<file path="config.mk">
export PLATFORM = sky130hd
export DESIGN_NAME = ring_sort_displacement_distance_top
export DESIGN_NICKNAME = d
export VERILOG_FILES = /design/src/hw/rtl/rsdd_pkg.sv /design/src/hw/rtl/ring_sort_displacement_distance_top.sv /design/src/hw/rtl/rsdd_load.sv /design/src/hw/rtl/rsdd_disp.sv
export SDC_FILE = /design/constraint.sdc
export NUM_CORES = 1
export LEC_CHECK = 0
export ABC_CLOCK_PERIOD_IN_PS = 14300
export BUFFER_PORTS_ARGS = -buffer_cell sky130_fd_sc_hd__buf_2
export CAP_MARGIN = 20
export CORE_ASPECT_RATIO = 1.25
export CORE_MARGIN = 2
export CORE_UTILIZATION = 45
export CTS_CLUSTER_DIAMETER = 40
export DETAILED_ROUTE_END_ITERATION = 16
export SLEW_MARGIN = 20
export SYNTH_ARGS = -nofsm -noshare
export SYNTH_HDL_FRONTEND = slang
export SYNTH_SLANG_ARGS = --single-unit
</file>
<file path="constraint.sdc">
create_clock -name clk -period 14.3 [get_ports clk]
set_input_delay 1.43 -clock clk [delete_from_list [all_inputs] [get_ports clk]]
set_output_delay 1.43 -clock clk [all_outputs]
set_load 0.005 [all_outputs]
</file>
<file path="src/hw/rtl/rsdd_pkg.sv">
// Shared constants and state types for the ring sort displacement distance block.
// No dependencies; used by rsdd_load, rsdd_disp and the top level.
`timescale 1ns / 1ps
`default_nettype none

package rsdd_pkg;

  // Fixed field widths of the transactions.
  localparam int ELEM_W      = 6;
  localparam int OUT_W       = 9;
  // Default permutation capacity.
  localparam int MAX_LEN_DEF = 32;

  // Loader sequencer.
  typedef enum logic [2:0] {
    LD_LOAD,
    LD_WAIT,
    LD_SCAN,
    LD_DRAIN,
    LD_FILL
  } load_state_t;

  // Displacement core sequencer.
  typedef enum logic [3:0] {
    DP_IDLE,
    DP_MSCAN,
    DP_MLAST,
    DP_MCHK,
    DP_WHI,
    DP_WLO,
    DP_CI,
    DP_CJ,
    DP_CEND,
    DP_DONE
  } disp_state_t;

  // What a read in flight on the displacement memory is for.
  typedef enum logic [1:0] {
    RK_BAL,
    RK_A,
    RK_B
  } rd_kind_t;

endpackage

`default_nettype wire

</file>
<file path="src/hw/rtl/ring_sort_displacement_distance_top.sv">
// Top level of the ring sort displacement distance block.
// Depends on rsdd_pkg, rsdd_load and rsdd_disp.
//
//   channel   direction  handshake              payload
//   elem      in         elem_valid/elem_ready  element[5:0], last
//   res       out        res_valid/res_ready    ring_inversions[8:0]
//
// Flow: the loader takes one element transaction per cycle while it is
// loading. On the last element it waits until the core is idle, then scans to
// locate each value and fills absent ones. The core runs balancing passes while
// a correction is needed, a final pass, then the pairwise count, which reads
// through the single read port of the displacement memory.
// Reset: rst clears both sequencers and the entry count; memories keep data.
// Stalls: a result holds in the core until taken; the loader keeps taking
// elements of the next permutation meanwhile and stalls only at its last one.
`timescale 1ns / 1ps
`default_nettype none

module ring_sort_displacement_distance_top #(
  parameter int MAX_LEN = rsdd_pkg::MAX_LEN_DEF
) (
  input  wire logic                         clk,
  input  wire logic                         rst,
  input  wire logic                         elem_valid,
  output logic                              elem_ready,
  input  wire logic [rsdd_pkg::ELEM_W-1:0]  element,
  input  wire logic                         last,
  output logic                              res_valid,
  input  wire logic                         res_ready,
  output logic [rsdd_pkg::OUT_W-1:0]        ring_inversions
);

  localparam int IDX_W = $clog2(MAX_LEN);
  localparam int CNT_W = $clog2(MAX_LEN + 1);
  localparam int D_W   = CNT_W + 1;

  // Loader to core: displacement writes, start pulse and length.
  logic                  dw_en;
  logic [IDX_W-1:0]      dw_addr;
  logic signed [D_W-1:0] dw_data;
  logic                  start;
  logic [CNT_W-1:0]      n_len;
  logic                  disp_idle;

  // Store elements, then locate each value and hand displacements over.
  rsdd_load #(
    .MAX_LEN(MAX_LEN)
  ) u_load (
    .clk       (clk),
    .rst       (rst),
    .elem_valid(elem_valid),
    .elem_ready(elem_ready),
    .element   (element),
    .last      (last),
    .disp_idle (disp_idle),
    .dw_en     (dw_en),
    .dw_addr   (dw_addr),
    .dw_data   (dw_data),
    .start     (start),
    .n_len     (n_len)
  );

  // Balance the displacements, count ring inversions, hold the result.
  rsdd_disp #(
    .MAX_LEN(MAX_LEN)
  ) u_disp (
    .clk            (clk),
    .rst            (rst),
    .start          (start),
    .n_in           (n_len),
    .dw_en          (dw_en),
    .dw_addr        (dw_addr),
    .dw_data        (dw_data),
    .idle           (disp_idle),
    .res_valid      (res_valid),
    .res_ready      (res_ready),
    .ring_inversions(ring_inversions)
  );

endmodule

`default_nettype wire

</file>
<file path="src/hw/rtl/rsdd_load.sv">
// Loader: entry memory, entry counter and the position search that fills
// the displacement memory. Depends on rsdd_pkg.
`timescale 1ns / 1ps
`default_nettype none

module rsdd_load #(
  parameter int MAX_LEN = rsdd_pkg::MAX_LEN_DEF
) (
  input  wire logic                                clk,
  input  wire logic                                rst,
  input  wire logic                                elem_valid,
  output logic                                     elem_ready,
  input  wire logic [rsdd_pkg::ELEM_W-1:0]         element,
  input  wire logic                                last,
  input  wire logic                                disp_idle,
  output logic                                     dw_en,
  output logic [$clog2(MAX_LEN)-1:0]               dw_addr,
  output logic signed [$clog2(MAX_LEN+1):0]        dw_data,
  output logic                                     start,
  output logic [$clog2(MAX_LEN+1)-1:0]             n_len
);

  localparam int IDX_W  = $clog2(MAX_LEN);
  localparam int CNT_W  = $clog2(MAX_LEN + 1);
  localparam int D_W    = CNT_W + 1;
  localparam int ELEM_W = rsdd_pkg::ELEM_W;
  localparam int CMP_W  = (CNT_W > ELEM_W) ? CNT_W : ELEM_W;
  localparam int SEEN_N = 1 << IDX_W;

  rsdd_pkg::load_state_t state, state_next;

  logic [ELEM_W-1:0] entry_mem [MAX_LEN];

  logic [CNT_W-1:0]  count;
  logic [IDX_W-1:0]  idx;
  logic [SEEN_N-1:0] seen;
  logic              r_valid;
  logic [IDX_W-1:0]  r_idx;
  logic [ELEM_W-1:0] r_data;

  logic              accept;
  logic              count_add;
  logic [CNT_W-1:0]  n_m1;
  logic              idx_last;
  logic              rd_en;
  logic [ELEM_W-1:0] e_m1;
  logic [IDX_W-1:0]  e_idx;
  logic              hit;
  logic              fill_w;
  logic signed [D_W-1:0] scan_d;
  logic signed [D_W-1:0] fill_d;

  assign accept    = elem_valid && elem_ready;
  assign count_add = count < CNT_W'(MAX_LEN);
  assign n_m1      = n_len - 1'b1;
  assign idx_last  = idx == n_m1[IDX_W-1:0];

  // A value in 1..n not yet placed takes its first position.
  assign e_m1   = r_data - 1'b1;
  assign e_idx  = IDX_W'(e_m1);
  assign hit    = r_valid && (r_data != '0) && (CMP_W'(r_data) <= CMP_W'(n_len))
                  && !seen[e_idx];
  assign scan_d = D_W'(r_idx) + D_W'(1) - D_W'(r_data);

  // Absent values sit at position 1: displacement is minus the index.
  assign fill_w = (state == rsdd_pkg::LD_FILL) && !seen[idx];
  assign fill_d = D_W'(0) - D_W'(idx);

  assign dw_en   = hit || fill_w;
  assign dw_addr = hit ? e_idx : idx;
  assign dw_data = hit ? scan_d : fill_d;

  always_comb begin
    state_next = state;
    case (state)
      rsdd_pkg::LD_LOAD:  if (accept && last) state_next = rsdd_pkg::LD_WAIT;
      rsdd_pkg::LD_WAIT:  if (disp_idle) state_next = rsdd_pkg::LD_SCAN;
      rsdd_pkg::LD_SCAN:  if (idx_last) state_next = rsdd_pkg::LD_DRAIN;
      rsdd_pkg::LD_DRAIN: state_next = rsdd_pkg::LD_FILL;
      rsdd_pkg::LD_FILL:  if (idx_last) state_next = rsdd_pkg::LD_LOAD;
      default:            state_next = rsdd_pkg::LD_LOAD;
    endcase
  end

  always_comb begin
    elem_ready = 1'b0;
    rd_en      = 1'b0;
    start      = 1'b0;
    case (state)
      rsdd_pkg::LD_LOAD: elem_ready = 1'b1;
      rsdd_pkg::LD_SCAN: rd_en = 1'b1;
      rsdd_pkg::LD_FILL: start = idx_last;
      default: ;
    endcase
  end

  always_ff @(posedge clk) begin
    if (rst) begin
      state   <= rsdd_pkg::LD_LOAD;
      count   <= '0;
      r_valid <= 1'b0;
    end else begin
      state   <= state_next;
      r_valid <= rd_en;
      if (accept) begin
        if (last) begin
          n_len <= count_add ? count + 1'b1 : count;
          count <= '0;
        end else if (count_add) begin
          count <= count + 1'b1;
        end
      end
    end
  end

  always_ff @(posedge clk) begin
    r_idx <= idx;
    if (state == rsdd_pkg::LD_WAIT) begin
      idx <= '0;
    end else if (state == rsdd_pkg::LD_SCAN || state == rsdd_pkg::LD_FILL) begin
      idx <= idx_last ? '0 : idx + 1'b1;
    end
    if (accept && last) begin
      seen <= '0;
    end else if (hit) begin
      seen[e_idx] <= 1'b1;
    end
  end

  always_ff @(posedge clk) begin
    if (accept && count_add) begin
      entry_mem[count[IDX_W-1:0]] <= element;
    end
    if (rd_en) begin
      r_data <= entry_mem[idx];
    end
  end

endmodule

`default_nettype wire

</file>
<file path="src/hw/rtl/rsdd_disp.sv">
// Displacement core: displacement memory, balancing passes and the pairwise
// ring inversion count with its result register. Depends on rsdd_pkg.
`timescale 1ns / 1ps
`default_nettype none

module rsdd_disp #(
  parameter int MAX_LEN = rsdd_pkg::MAX_LEN_DEF
) (
  input  wire logic                                 clk,
  input  wire logic                                 rst,
  input  wire logic                                 start,
  input  wire logic [$clog2(MAX_LEN+1)-1:0]         n_in,
  input  wire logic                                 dw_en,
  input  wire logic [$clog2(MAX_LEN)-1:0]           dw_addr,
  input  wire logic signed [$clog2(MAX_LEN+1):0]    dw_data,
  output logic                                      idle,
  output logic                                      res_valid,
  input  wire logic                                 res_ready,
  output logic [rsdd_pkg::OUT_W-1:0]                ring_inversions
);

  localparam int IDX_W = $clog2(MAX_LEN);
  localparam int CNT_W = $clog2(MAX_LEN + 1);
  localparam int D_W   = CNT_W + 1;
  localparam int S_W   = CNT_W + 3;

  rsdd_pkg::disp_state_t state, state_next;

  logic signed [D_W-1:0] disp_mem [MAX_LEN];

  logic [CNT_W-1:0]          n_len;
  logic [IDX_W-1:0]          addr;
  logic [IDX_W-1:0]          i_idx;
  logic                      r_valid;
  rsdd_pkg::rd_kind_t        r_kind;
  logic [IDX_W-1:0]          r_idx;
  logic signed [D_W-1:0]     r_data;
  logic signed [D_W-1:0]     d_max;
  logic signed [D_W-1:0]     d_min;
  logic [IDX_W-1:0]          hi;
  logic [IDX_W-1:0]          lo;
  logic signed [S_W-1:0]     a_val;
  logic [rsdd_pkg::OUT_W-1:0] count;

  logic [CNT_W-1:0]          n_m1;
  logic [CNT_W-1:0]          n_m2;
  logic                      addr_last;
  logic                      i_end;
  logic                      rd_en;
  logic [IDX_W-1:0]          rd_addr;
  rsdd_pkg::rd_kind_t        rd_kind;
  logic                      we;
  logic [IDX_W-1:0]          waddr;
  logic signed [D_W-1:0]     wdata;
  logic signed [S_W-1:0]     n_s;
  logic signed [S_W-1:0]     idx_s;
  logic signed [S_W-1:0]     d_s;
  logic signed [S_W-1:0]     b_val;
  logic signed [S_W-1:0]     span;
  logic                      exceed;
  logic                      inv;

  assign n_m1      = n_len - 1'b1;
  assign n_m2      = n_len - 2'd2;
  assign addr_last = addr == n_m1[IDX_W-1:0];
  assign i_end     = i_idx == n_m2[IDX_W-1:0];

  assign n_s    = S_W'(n_len);
  assign idx_s  = S_W'(r_idx);
  assign d_s    = S_W'(r_data);
  assign b_val  = idx_s + d_s;
  assign span   = S_W'(d_max) - S_W'(d_min);
  assign exceed = span > n_s;
  assign inv    = (a_val > b_val) || (a_val + n_s < b_val);

  always_comb begin
    state_next = state;
    case (state)
      rsdd_pkg::DP_IDLE:  if (start) state_next = rsdd_pkg::DP_MSCAN;
      rsdd_pkg::DP_MSCAN: if (addr_last) state_next = rsdd_pkg::DP_MLAST;
      rsdd_pkg::DP_MLAST: state_next = rsdd_pkg::DP_MCHK;
      rsdd_pkg::DP_MCHK: begin
        if (exceed) begin
          state_next = rsdd_pkg::DP_WHI;
        end else if (n_len == CNT_W'(1)) begin
          state_next = rsdd_pkg::DP_DONE;
        end else begin
          state_next = rsdd_pkg::DP_CI;
        end
      end
      rsdd_pkg::DP_WHI:   state_next = rsdd_pkg::DP_WLO;
      rsdd_pkg::DP_WLO:   state_next = rsdd_pkg::DP_MSCAN;
      rsdd_pkg::DP_CI:    state_next = rsdd_pkg::DP_CJ;
      rsdd_pkg::DP_CJ: begin
        if (addr_last) begin
          state_next = i_end ? rsdd_pkg::DP_CEND : rsdd_pkg::DP_CI;
        end
      end
      rsdd_pkg::DP_CEND:  state_next = rsdd_pkg::DP_DONE;
      rsdd_pkg::DP_DONE:  if (res_ready) state_next = rsdd_pkg::DP_IDLE;
      default:            state_next = rsdd_pkg::DP_IDLE;
    endcase
  end

  always_comb begin
    idle      = 1'b0;
    res_valid = 1'b0;
    rd_en     = 1'b0;
    rd_addr   = addr;
    rd_kind   = rsdd_pkg::RK_B;
    we        = dw_en;
    waddr     = dw_addr;
    wdata     = dw_data;
    case (state)
      rsdd_pkg::DP_IDLE: idle = 1'b1;
      rsdd_pkg::DP_MSCAN: begin
        rd_en   = 1'b1;
        rd_kind = rsdd_pkg::RK_BAL;
      end
      rsdd_pkg::DP_WHI: begin
        we    = 1'b1;
        waddr = hi;
        wdata = d_max - D_W'(n_len);
      end
      rsdd_pkg::DP_WLO: begin
        we    = 1'b1;
        waddr = lo;
        wdata = d_min + D_W'(n_len);
      end
      rsdd_pkg::DP_CI: begin
        rd_en   = 1'b1;
        rd_addr = i_idx;
        rd_kind = rsdd_pkg::RK_A;
      end
      rsdd_pkg::DP_CJ: rd_en = 1'b1;
      rsdd_pkg::DP_DONE: res_valid = 1'b1;
      default: ;
    endcase
  end

  assign ring_inversions = count;

  always_ff @(posedge clk) begin
    if (rst) begin
      state   <= rsdd_pkg::DP_IDLE;
      r_valid <= 1'b0;
    end else begin
      state   <= state_next;
      r_valid <= rd_en;
    end
  end

  // Sequencer counters.
  always_ff @(posedge clk) begin
    r_kind <= rd_kind;
    r_idx  <= rd_addr;
    case (state)
      rsdd_pkg::DP_IDLE: begin
        n_len <= n_in;
        addr  <= '0;
        count <= '0;
      end
      rsdd_pkg::DP_MSCAN: addr <= addr + 1'b1;
      rsdd_pkg::DP_MCHK:  i_idx <= '0;
      rsdd_pkg::DP_WLO:   addr <= '0;
      rsdd_pkg::DP_CI:    addr <= i_idx + 1'b1;
      rsdd_pkg::DP_CJ: begin
        addr <= addr + 1'b1;
        if (addr_last) i_idx <= i_idx + 1'b1;
      end
      default: ;
    endcase
    // Consume the registered read data.
    if (r_valid) begin
      case (r_kind)
        rsdd_pkg::RK_BAL: begin
          if (r_idx == '0 || r_data > d_max) begin
            d_max <= r_data;
            hi    <= r_idx;
          end
          if (r_idx == '0 || r_data < d_min) begin
            d_min <= r_data;
            lo    <= r_idx;
          end
        end
        rsdd_pkg::RK_A: a_val <= b_val;
        rsdd_pkg::RK_B: if (inv) count <= count + 1'b1;
        default: ;
      endcase
    end
  end

  always_ff @(posedge clk) begin
    if (we) begin
      disp_mem[waddr] <= wdata;
    end
    if (rd_en) begin
      r_data <= disp_mem[rd_addr];
    end
  end

endmodule

`default_nettype wire
</file>
==> summary.md <==
| Metric | Value |
|---|---|
| Clock sinks | `556` |
| Clk Latency, worst-skew pair | `0.63 ns` |
| CTS tree | `built` |
| Fin crit share | `36.1%` |
| Layout cells sized above 1 | `15.3%` |
| Port Buf Inserts | `21` |
| Final min period | `5.16 ns` |
| Unique masters post-synth | `79` |
| Routed via count | `15800` |
| Async S/R FF share, synth | `0%` |
| R2r setup slk | `9.14 ns` |
| CORE AREA | `56900 um^2` |
| Main synth FF type | `edfxtp_1` |
| Average routed wire per standard cell | `22.5 um` |
| Setup crit end kind | `flip-flop` |
| Max frequency | `0.194 GHz` |
| Critical path class | `reg -> reg` |
| Die X | `218 um` |
| Final WS setup | `9.14 ns` |
| Combinational power share | `23.6%` |
| Pre-antenna DRT Iters | `7` |
| Fin Setup TNS | `0 ns` |
| Clk pwr share | `37.7%` |
| Clock transition at path regs | `0.06 ns` |
| Vias in the first global route | `16100` |
| Final WL | `62.4 mm` |
| GRT Residual Overflow | `0` |
| First-pass GRT wire length | `95.4 mm` |
| Layout Nets | `2073` |
| Rel. slew slack | `30.8%` |
| WP data arrival | `5.39 ns` |
| Post-CTS Resized | `0` |
| Max VDD drop | `123 uV` |
| Post-DP HPWL | `41.4 mm` |
| Synth Instances | `1922` |
| Leakage Power | `10.4 nW` |
| FF+latch count, synth | `556` |
| Die area | `59100 um^2` |
| Netlist Area Pre-Place | `25700 um^2` |
| Yosys top cell by area | `edfxtp_1` |
| Initial drt markers | `1302` |
| Worst-path fanout max | `19` |
| Fillers | `4772` |
| TritonCTS buffer count | `80` |
| Total GRT Usage | `21.3%` |
| Syn avg cell area | `13.4 um^2` |
| Pwr/cell area | `176 nW/um^2` |
| Share of the synthesized area in the top cell type | `56.4%` |
| # setup viols final | `0` |
| Post-CTS setup buffers | `0` |
| Routed Antenna Nets | `0` |
| Worst Clk Skew | `0.0516 ns` |
| Max-slew violations | `0` |
| Core Rows | `98` |
| Largest net degree at the start of global routing | `86` |
| # IOs | `22` |
| Slew of the pin with the lowest slew margin | `1.04 ns` |
| Final hold vios | `0` |
| Number of flops mapped to enable cells by yosys | `483` |
| Vias per cell | `5.69` |
| Root buf cell | `clkbuf_16` |
| Post-synthesis sequential area ratio | `62.1%` |
| Sequential share of power | `38.8%` |
| Sw frac | `31.3%` |
| CP Data Required Time | `14.53 ns` |
| Nature of the critical path startpoint | `flip-flop` |
| Ys Warns | `0` |
| Switching Power | `0.00162 W` |
| Status | `finished clean` |
| Initial Util | `45.2%` |
| Min-delay worst type | `reg -> reg` |
| Hold_buf cts | `0` |
| Area contributors post-synth | `edfxtp_1 (56%), mux4_2 (7.4%), dfxtp_1 (5.7%), ha_1 (4.9%), nand2_1 (3.8%)` |
| Die height | `271 um` |
| Number of remaining DRC errors | `0` |
| H-tree depth | `3` |
| Initial antenna violation count | `1` |
| Synth Net Count | `2039` |
| Max Cap Viol | `0` |
| Cell Int Power | `0.00355 W` |
| Pre-CTS setup slack | `9.17 ns` |
| Synthesis-to-layout area growth | `14.2%` |
| RSZ-0062 raised after global routing | `false` |
| CTS Buffer Depth | `3` |
| RePlAce Congestion | `0.854` |
| Final hold slack | `0.497 ns` |
==> metal layers <==
metal | vias to the layer above | GRT usage [%] | routed length (um)
met5 | - | 0 | 0
met4 | 0 | 8.29 | 1840
met3 | 109 | 2.92 | 2610
met2 | 446 | 38.2 | 32700
met1 | 7887 | 26.0 | 25200
li1 | 7334 | - | -
==> registers in the layout, summed over array words and instances, names as in the netlist <==
register                count
u_disp.a_val                8
u_disp.addr                 5
u_disp.d_max                7
u_disp.d_min                7
u_disp.disp_mem           224
u_disp.hi                   5
u_disp.i_idx                5
u_disp.lo                   5
u_disp.n_len                6
u_disp.r_data               7
u_disp.r_idx                5
u_disp.r_kind               2
u_disp.r_valid              1
u_disp.ring_inversions      9
u_disp.state                4
u_load.count                6
u_load.entry_mem          192
u_load.idx                  5
u_load.n_len                6
u_load.r_data               6
u_load.r_idx                5
u_load.r_valid              1
u_load.seen                32
u_load.state                3
==> worst max-delay path, cell delays in order (launching register included) <==
cell	delay (ns)
edfxtp_1	0.81
inv_1	0.27
ha_1	0.62
mux4_2	0.36
mux2i_1	0.16
o22ai_1	0.13
a221o_1	0.37
nor2_2	0.72
a311oi_4	0.36
or3_4	0.51
nor2_1	0.46
==> stage by stage <==
step	total power [W]	instance area [um^2]	instances	utilization (%)
floorplan	0.00285	25700	1922	-
global placement	0.00325	26600	2624	46.8
detailed placement	0.00326	26700	2624	46.8
CTS	0.00521	29400	2773	51.6
global route	0.00539	29400	2774	51.6
finish	0.00517	29400	2774	51.6
==> power groups by stage <==
stage / logic (W) / clock network (W) / registers, W
CTS: 0.00123 / 0.00198 / 0.00201
global placement: 0.00121 / 0 / 0.00204
detailed placement: 0.00122 / 0 / 0.00204
floorplan: 0.000881 / 0 / 0.00197
finish: 0.00122 / 0.00195 / 0.00201
global route: 0.00133 / 0.00205 / 0.00201
==> cells in the mapped netlist, types with 8 or more instances <==
library cell / n
nand3_1: 26
dfxtp_1: 73
buf_1: 9
o21bai_1: 9
and3_1: 48
nand2b_1: 14
o22ai_1: 8
mux2i_1: 37
xor2_1: 20
a21o_1: 23
inv_1: 75
xnor2_1: 40
a311oi_1: 42
nand4_1: 9
a21oi_1: 68
mux4_2: 85
ha_1: 100
nor2b_1: 24
o21a_1: 9
nor3_1: 33
nand2_1: 258
a31oi_1: 14
o31ai_1: 10
buf_2: 23
edfxtp_1: 483
o21ai_0: 31
clkbuf_1: 57
nor2_1: 155
a211o_1: 9
==> final timing paths <==
kind	depth (start not counted)	end	start
min	2	u_load.seen[11]	u_load.seen[11]
max	10	u_disp.disp_mem[6][5]	u_load.r_data[0]
max reg2reg	10	u_disp.disp_mem[6][5]	u_load.r_data[0]
min reg2reg	2	u_load.seen[11]	u_load.seen[11]
==> cells by family (layout without fill, tap and decap cells) <==
logic type | Yosys count | count (layout) | share of synthesized area [%]
AND/OR/NAND/NOR | 614 | 614 | 10.9
buffers and inverters | 176 | 277 | 2.76
XOR/XNOR | 61 | 61 | 2.11
AO/OA/AOI/OAI | 285 | 285 | 7.84
adder cells (fa/ha/maj) | 106 | 106 | 5.33
flip-flops | 556 | 556 | 62.1
multiplexers | 124 | 124 | 8.97
other | 0 | 1 | 0
==> layout by cell type, fill, tap and decap left out, drive strengths merged, types with 31 or more instances in the layout <==
cell type	n
edfxtp	483
nand2	258
nor2	156
ha	100
inv	99
clkbuf	92
mux4	85
dfxtp	73
a21oi	68
and3	49
buf	45
a311oi	43
xnor2	41
mux2i	37
nor3	33
o21ai	33
clkinv	31
==> area by class of cell <==
type	count	area [um^2]	area share [%]
flip-flops and latches	556	16000	54.4
multi-input cells	1190	9140	31.1
clock buffers	92	2140	7.28
well taps	750	938	3.19
clock inverters	57	579	1.97
inverters	83	315	1.07
repair buffers	45	285	0.971
diodes	1	2.50	0.00852
Note: power is estimated with default switching activity, not from simulation.
